File: src/rtl/owb_pkg.sv
// shared types and constants of the one-wire bus master
// no dependencies
package owb_pkg;

  localparam int unsigned CntW = 16;
  localparam int unsigned ByteW = 8;
  localparam int unsigned CfgIdxW = 3;
  localparam int unsigned InDataW = 16;
  localparam int unsigned OutDataW = 16;

  localparam logic [CntW-1:0] RstLowDefault = 16'd24000;
  localparam logic [CntW-1:0] RstWaitDefault = 16'd24000;
  localparam logic [CntW-1:0] ReleaseDefault = 16'd50;
  localparam logic [CntW-1:0] SampleDefault = 16'd700;
  localparam logic [CntW-1:0] SlotEndDefault = 16'd2950;

  typedef enum logic [CfgIdxW-1:0] {
    REG_RST_LOW  = 3'd0,
    REG_RST_WAIT = 3'd1,
    REG_RELEASE  = 3'd2,
    REG_SAMPLE   = 3'd3,
    REG_SLOT_END = 3'd4
  } reg_idx_t;

  typedef enum logic [2:0] {
    PH_IDLE     = 3'd0,
    PH_RST_LOW  = 3'd1,
    PH_RST_WAIT = 3'd2,
    PH_SLOT0    = 3'd3,
    PH_SLOT1    = 3'd4
  } phase_t;

  typedef struct packed {
    logic [CntW-1:0] rst_low;
    logic [CntW-1:0] rst_wait;
    logic [CntW-1:0] release_at;
    logic [CntW-1:0] sample_at;
    logic [CntW-1:0] slot_end;
  } cfg_t;

endpackage

File: src/rtl/one_wire_bus_master.sv
// one-wire bus master: reset pulse and byte exchange timing sequencer
// depends on owb_pkg and owb_cfg
//
//  channel   | direction | payload
//  s_axis    | in        | tdata: start_req, tx_byte, line_in; tuser: cmd
//  m_axis    | out       | tdata: drive_low, busy_res, rx_byte; tlast: done_res
//  cfg       | in        | cfg_index (register), cfg_data (16-bit value)
//
// one transaction per clock tick of the bus timing; every input transaction
// yields one output transaction in the next cycle, through the output register
// a new input is taken every cycle while the output register is empty or drained
// rst clears the sequencer state and the output valid flag and sets default timings
// a stalled output holds its data and stalls the input side
module one_wire_bus_master import owb_pkg::*; (
  input  logic                clk,
  input  logic                rst,
  input  logic                s_axis_tvalid,
  output logic                s_axis_tready,
  input  logic [InDataW-1:0]  s_axis_tdata,   // start_req, tx_byte[7:0], line_in, zero pad
  input  logic                s_axis_tuser,   // cmd
  output logic                m_axis_tvalid,
  input  logic                m_axis_tready,
  output logic [OutDataW-1:0] m_axis_tdata,   // drive_low, busy_res, rx_byte[7:0], zero pad
  output logic                m_axis_tlast,
  input  logic                cfg_valid,
  output logic                cfg_ready,
  input  logic [CfgIdxW-1:0]  cfg_index,
  input  logic [CntW-1:0]     cfg_data
);

  cfg_t             cfg;
  phase_t           phase, phase_next, cur_phase;
  logic [CntW-1:0]  cycle_count, count_next, cur_count;
  logic [2:0]       bit_index, bit_next, cur_bit;
  logic [ByteW-1:0] shift_reg, shift_next, cur_shift, shift_upd;
  logic [CntW:0]    count_inc;
  logic             slot_one, slot_last, sample_now;
  logic             start_req, cmd, line_in;
  logic [ByteW-1:0] tx_byte;
  logic             drive_low, busy_res, done_res;
  logic [ByteW-1:0] rx_byte;
  logic             in_fire;

  assign cfg_ready = 1'b1;

  owb_cfg u_cfg (
    .clk      (clk),
    .rst      (rst),
    .wr_en    (cfg_valid),
    .wr_index (cfg_index),
    .wr_data  (cfg_data),
    .cfg      (cfg)
  );

  assign start_req = s_axis_tdata[0];
  assign tx_byte   = s_axis_tdata[ByteW:1];
  assign line_in   = s_axis_tdata[ByteW+1];
  assign cmd       = s_axis_tuser;

  assign s_axis_tready = !m_axis_tvalid || m_axis_tready;
  assign in_fire = s_axis_tvalid && s_axis_tready;

  // operation launch and slot timing
  always_comb begin
    cur_phase = phase;
    cur_count = cycle_count;
    cur_bit = bit_index;
    cur_shift = shift_reg;
    if (phase == PH_IDLE && start_req) begin
      cur_count = '0;
      if (!cmd) begin
        cur_phase = PH_RST_LOW;
      end else begin
        cur_bit = '0;
        cur_shift = tx_byte;
        cur_phase = tx_byte[0] ? PH_SLOT1 : PH_SLOT0;
      end
    end
    count_inc = {1'b0, cur_count} + {{CntW{1'b0}}, 1'b1};
    slot_one = (cur_phase == PH_SLOT1);
    slot_last = (count_inc >= {1'b0, cfg.slot_end});
    sample_now = (cur_count == cfg.sample_at) || (slot_last && (cur_count < cfg.sample_at));
    shift_upd = sample_now ? {slot_one & line_in, cur_shift[ByteW-1:1]} : cur_shift;
  end

  // next state
  always_comb begin
    phase_next = cur_phase;
    count_next = count_inc[CntW-1:0];
    bit_next = cur_bit;
    shift_next = cur_shift;
    unique case (cur_phase)
      PH_RST_LOW: begin
        if (count_inc >= {1'b0, cfg.rst_low}) begin
          phase_next = PH_RST_WAIT;
          count_next = '0;
        end
      end
      PH_RST_WAIT: begin
        if (count_inc >= {1'b0, cfg.rst_wait}) begin
          phase_next = PH_IDLE;
          count_next = '0;
        end
      end
      PH_SLOT0, PH_SLOT1: begin
        shift_next = shift_upd;
        if (slot_last) begin
          count_next = '0;
          if (cur_bit == 3'd7) begin
            phase_next = PH_IDLE;
            bit_next = '0;
          end else begin
            bit_next = cur_bit + 3'd1;
            phase_next = shift_upd[0] ? PH_SLOT1 : PH_SLOT0;
          end
        end
      end
      default: begin
        phase_next = PH_IDLE;
        count_next = '0;
      end
    endcase
  end

  // outputs
  always_comb begin
    drive_low = 1'b0;
    busy_res = 1'b0;
    done_res = 1'b0;
    rx_byte = '0;
    unique case (cur_phase)
      PH_RST_LOW: begin
        busy_res = 1'b1;
        drive_low = 1'b1;
      end
      PH_RST_WAIT: begin
        busy_res = 1'b1;
        done_res = (count_inc >= {1'b0, cfg.rst_wait});
      end
      PH_SLOT0, PH_SLOT1: begin
        busy_res = 1'b1;
        drive_low = (cur_count < cfg.slot_end) && !(slot_one && (cur_count >= cfg.release_at));
        if (slot_last && cur_bit == 3'd7) begin
          done_res = 1'b1;
          rx_byte = shift_upd;
        end
      end
      default: ;
    endcase
  end

  always_ff @(posedge clk) begin
    if (rst) begin
      phase <= PH_IDLE;
      cycle_count <= '0;
      bit_index <= '0;
      shift_reg <= '0;
    end else if (in_fire) begin
      phase <= phase_next;
      cycle_count <= count_next;
      bit_index <= bit_next;
      shift_reg <= shift_next;
    end
  end

  always_ff @(posedge clk) begin
    if (rst) begin
      m_axis_tvalid <= 1'b0;
    end else if (in_fire) begin
      m_axis_tvalid <= 1'b1;
    end else if (m_axis_tready) begin
      m_axis_tvalid <= 1'b0;
    end
  end

  always_ff @(posedge clk) begin
    if (in_fire) begin
      m_axis_tdata <= {{(OutDataW-ByteW-2){1'b0}}, rx_byte, busy_res, drive_low};
      m_axis_tlast <= done_res;
    end
  end

endmodule

File: src/rtl/owb_cfg.sv
// timing register file of the one-wire bus master
// depends on owb_pkg
module owb_cfg import owb_pkg::*; (
  input  logic               clk,
  input  logic               rst,
  input  logic               wr_en,
  input  logic [CfgIdxW-1:0] wr_index,
  input  logic [CntW-1:0]    wr_data,
  output cfg_t               cfg
);

  always_ff @(posedge clk) begin
    if (rst) begin
      cfg.rst_low <= RstLowDefault;
      cfg.rst_wait <= RstWaitDefault;
      cfg.release_at <= ReleaseDefault;
      cfg.sample_at <= SampleDefault;
      cfg.slot_end <= SlotEndDefault;
    end else if (wr_en) begin
      unique case (wr_index)
        REG_RST_LOW:  cfg.rst_low <= wr_data;
        REG_RST_WAIT: cfg.rst_wait <= wr_data;
        REG_RELEASE:  cfg.release_at <= wr_data;
        REG_SAMPLE:   cfg.sample_at <= wr_data;
        REG_SLOT_END: cfg.slot_end <= wr_data;
        default: ;
      endcase
    end
  end

endmodule

File: config.mk
export PLATFORM = sky130hd
export DESIGN_NAME = one_wire_bus_master
export DESIGN_NICKNAME = d
export VERILOG_FILES = /design/src/rtl/owb_pkg.sv /design/src/rtl/one_wire_bus_master.sv /design/src/rtl/owb_cfg.sv
export SDC_FILE = /design/constraint.sdc
export NUM_CORES = 1
export LEC_CHECK = 0
export ABC_AREA = 0
export BUFFER_PORTS_ARGS = -buffer_cell sky130_fd_sc_hd__buf_2
export CORE_MARGIN = 1
export CORE_UTILIZATION = 49
export CTS_CLUSTER_DIAMETER = 150
export DETAILED_ROUTE_END_ITERATION = 12
export GPL_ROUTABILITY_DRIVEN = 0
export HOLD_SLACK_MARGIN = 0.12
export PLACE_DENSITY = 0.67
export RECOVER_POWER = 50
export SLEW_MARGIN = 20
export SYNTH_ARGS = -nofsm -noshare
export SYNTH_HDL_FRONTEND = slang
export SYNTH_SLANG_ARGS = --single-unit
File: constraint.sdc
create_clock -name clk -period 6.4 [get_ports clk]
set_clock_uncertainty 0.15 [all_clocks]
set_input_delay 0.64 -clock clk [delete_from_list [all_inputs] [get_ports clk]]
set_output_delay 0.64 -clock clk [all_outputs]
set_load 0.005 [all_outputs]
==> impl_metrics.ini <==
[status]
status = complete, but fails checks
violations = capacitance limit, slew limit

[route]
ant_nets = 0
finalWirelength_mm = 18.5
vias = 6315
wl_met1_mm = 8.69
dr.pass1.iters = 5
drc_errors = 0
wire_per_inst_um = 16.1
route.met2.wl_mm = 8.60
first_iter_violations = 334
vias_per_cell = 5.50
top_layer_used = met4
dr_wl_met3_um = 920

[floorplan]
num_rows = 44
fp.dieH_um = 126
dieArea_um2 = 15800
pin_count = 61
die_w_um = 126
core-area_um2 = 14800
start_util_pct = 50.9

[yosys]
synth_common_cells = nand2_1, dfxtp_1, ha_1, inv_1, a21oi_1
synthCells = 917
yosysMostFrequentCell = nand2_1
synthTopCellsByArea = dfxtp_1, ha_1, nand2_1, a21oi_1, edfxtp_1
async_reset_ff_share_pct = 0
syn_area_um2 = 7500
synth.top_cell.area_share_pct = 29.6
synth-seq-area-share_pct = 34.0
synth_flop_cell = dfxtp_1
synth-edff-count = 11
yosys.area.top_type = dfxtp_1
avgSynthCellArea_um2 = 8.18
synth_cell_types = 57
ys_ff_latch = 122
ys_warn_count = 0

[placed_design]
dp_hpwl_mm = 13.5
dp_cells = 1116
port_buffers = 47

[cells_and_area]
finalNonFillerCells = 1148
top_regs = u_cfg.cfg x80, cycle_count x16, m_axis_tdata x10
diodes = 0
drive_above_1_share_pct = 9.54
top_register = u_cfg.cfg
syn_to_final_growth_pct = 11.5
nets = 1091
largest_register_ffs = 80

[clock_network]
cts_inserted_buffers = 17
ctsHoldBuffers = 0
cts_root_buffer = clkbuf_16
clockBufferDepth = 2
ctsResizeCount = 0
clkSinkCount = 122
htree_levels = 4
cts_tree = built
cts_setup_buffers = 0
clkSlewWorstSetupHoldPaths_ps = 60
insertion_delay_ps = 420

[global_route]
grt_pass1_vias = 5816
grt.overflow.total = 0
grt_pass1_wl_mm = 30.1
antenna_found_initial = 0
grt_usage_pct = 24.5
grt_max_degree = 89

[setup_path]
max_stage_delay_ps = 540
arrival_ps = 5740
crit_cells = 17
critPathKind = flop to flop
r2r_cells = 17
cp-startpoint = phase[2]
crit_family = simple AND/OR/NAND/NOR gates
required_ps = 6610
cp_max_fo = 18
rr_endpoint = shift_reg[6]
critPathCapture = shift_reg[6]
timing.critical_path.cells = or4b_4 > nand2_1 > inv_1 > ha_1 > and3_1 > nand3_1 > or3_1 > a21oi_1 > ha_1 > nand4_1 > nor3_1 > a2111o_1 > a2111o_1 > a31oi_4 > or2_1 > mux2i_1 > a22o_1
startpoint_type = flop
cpMaxStageDelayCell = dfxtp_1
cp-end-kind = flop
critical_path.n_buffers_inverters = 1
rrSetupSlack_ps = 870
worstReg2RegStart = phase[2]

[timing]
fin_setup_tns_ps = 0
drv_slew = 89
finalCritPeriodShare_pct = 86.4
rsz0062_at_grt = no
fin_crit_ps = 5530
setup_viol = 0
worst_slew_pin_slew_ps = 3900
max_freq_mhz = 181
final-hold-violation-count = 0
relSlewSlack_pct = -160

[hold_path]
hold_depth = 2
hp-class = flop to flop

[power_and_ir_drop]
p_leak_nw = 3.87
ir_worst_vdd_v = 0.000170
power_density_nw_per_um2 = 220

[flow_run]
cap_viol_max_count = 1
==> power by group <==
part	internal, mW	switching (mW)	total (mW)
clock	0.534	0.362	0.896
combinational	0.0510	0.0942	0.145
sequential	0.791	0.00881	0.800
==> per-stage QoR <==
step | power, mW | cell area (um2) | util, % | hold slack (ps) | setup WS [ps]
global route | 1.91 | 8370 | 56.7 | 319 | 520
floorplan | 0.911 | 7520 | - | 286 | 1520
detailed placement | 0.960 | 7820 | 53.0 | 296 | 748
CTS | 1.85 | 8370 | 56.8 | 304 | 947
finish | 1.84 | 8370 | 56.7 | 302 | 869
global placement | 0.959 | 7820 | 53.0 | 292 | 792
==> placed cells by master (no fill, tap or decap), drive strengths merged, types with 17 or more instances in the layout <==
master and instances:
o21ai 26, a21oi 82, dfxtp 111, nand2 170, ha 99, inv 89
nand3b 17, buf 50, and2 19, a22o 22, clkbuf 22, nor2 57
==> kinds of logic after synthesis <==
| logic type | after synthesis | synth area share [%] |
|---|---|---|
| other | 2 | 0.100 |
| XOR/XNOR | 13 | 1.52 |
| AO/OA/AOI/OAI | 200 | 17.6 |
| buffers and inverters | 131 | 7.30 |
| adder cells (fa/ha/maj) | 99 | 16.5 |
| AND/OR/NAND/NOR | 334 | 20.8 |
| multiplexers | 16 | 2.15 |
| flip-flops | 122 | 34.0 |
==> worst min-delay path by stage <==
stage	from	end
floorplan	shift_reg[0]	shift_reg[0]
global placement	u_cfg.cfg[17]	u_cfg.cfg[17]
detailed placement	u_cfg.cfg[26]	u_cfg.cfg[26]
CTS	u_cfg.cfg[43]	u_cfg.cfg[43]
global route	u_cfg.cfg[65]	u_cfg.cfg[65]
finish	u_cfg.cfg[34]	u_cfg.cfg[34]
==> worst register-to-register path, stage by stage, from the launching register on <==
cell	delay [ps]
dfxtp_1	540
or4b_4	350
nand2_1	190
inv_1	190
ha_1	210
and3_1	230
nand3_1	140
or3_1	360
a21oi_1	450
ha_1	350
nand4_1	130
nor3_1	70
a2111o_1	400
a2111o_1	460
a31oi_4	420
or2_1	420
mux2i_1	240
a22o_1	150
==> area by class of cell <==
| type | instances | area, um2 |
|---|---|---|
| fillers | 1416 | 6390 |
| repair buffers | 54 | 280 |
| clock inverters | 14 | 124 |
| inverters | 87 | 327 |
| flip-flops and latches | 122 | 2550 |
| well taps | 184 | 230 |
| clock buffers | 18 | 429 |
| multi-input cells | 669 | 4420 |
==> metal layers <==
layer  up-vias  GRT usage (%)
met4         0           7.02
met2       147           40.2
li1       3221              -
met5         -              0
met1      2930           33.0
met3        17           4.33
Power figures use the tool's default switching activity.
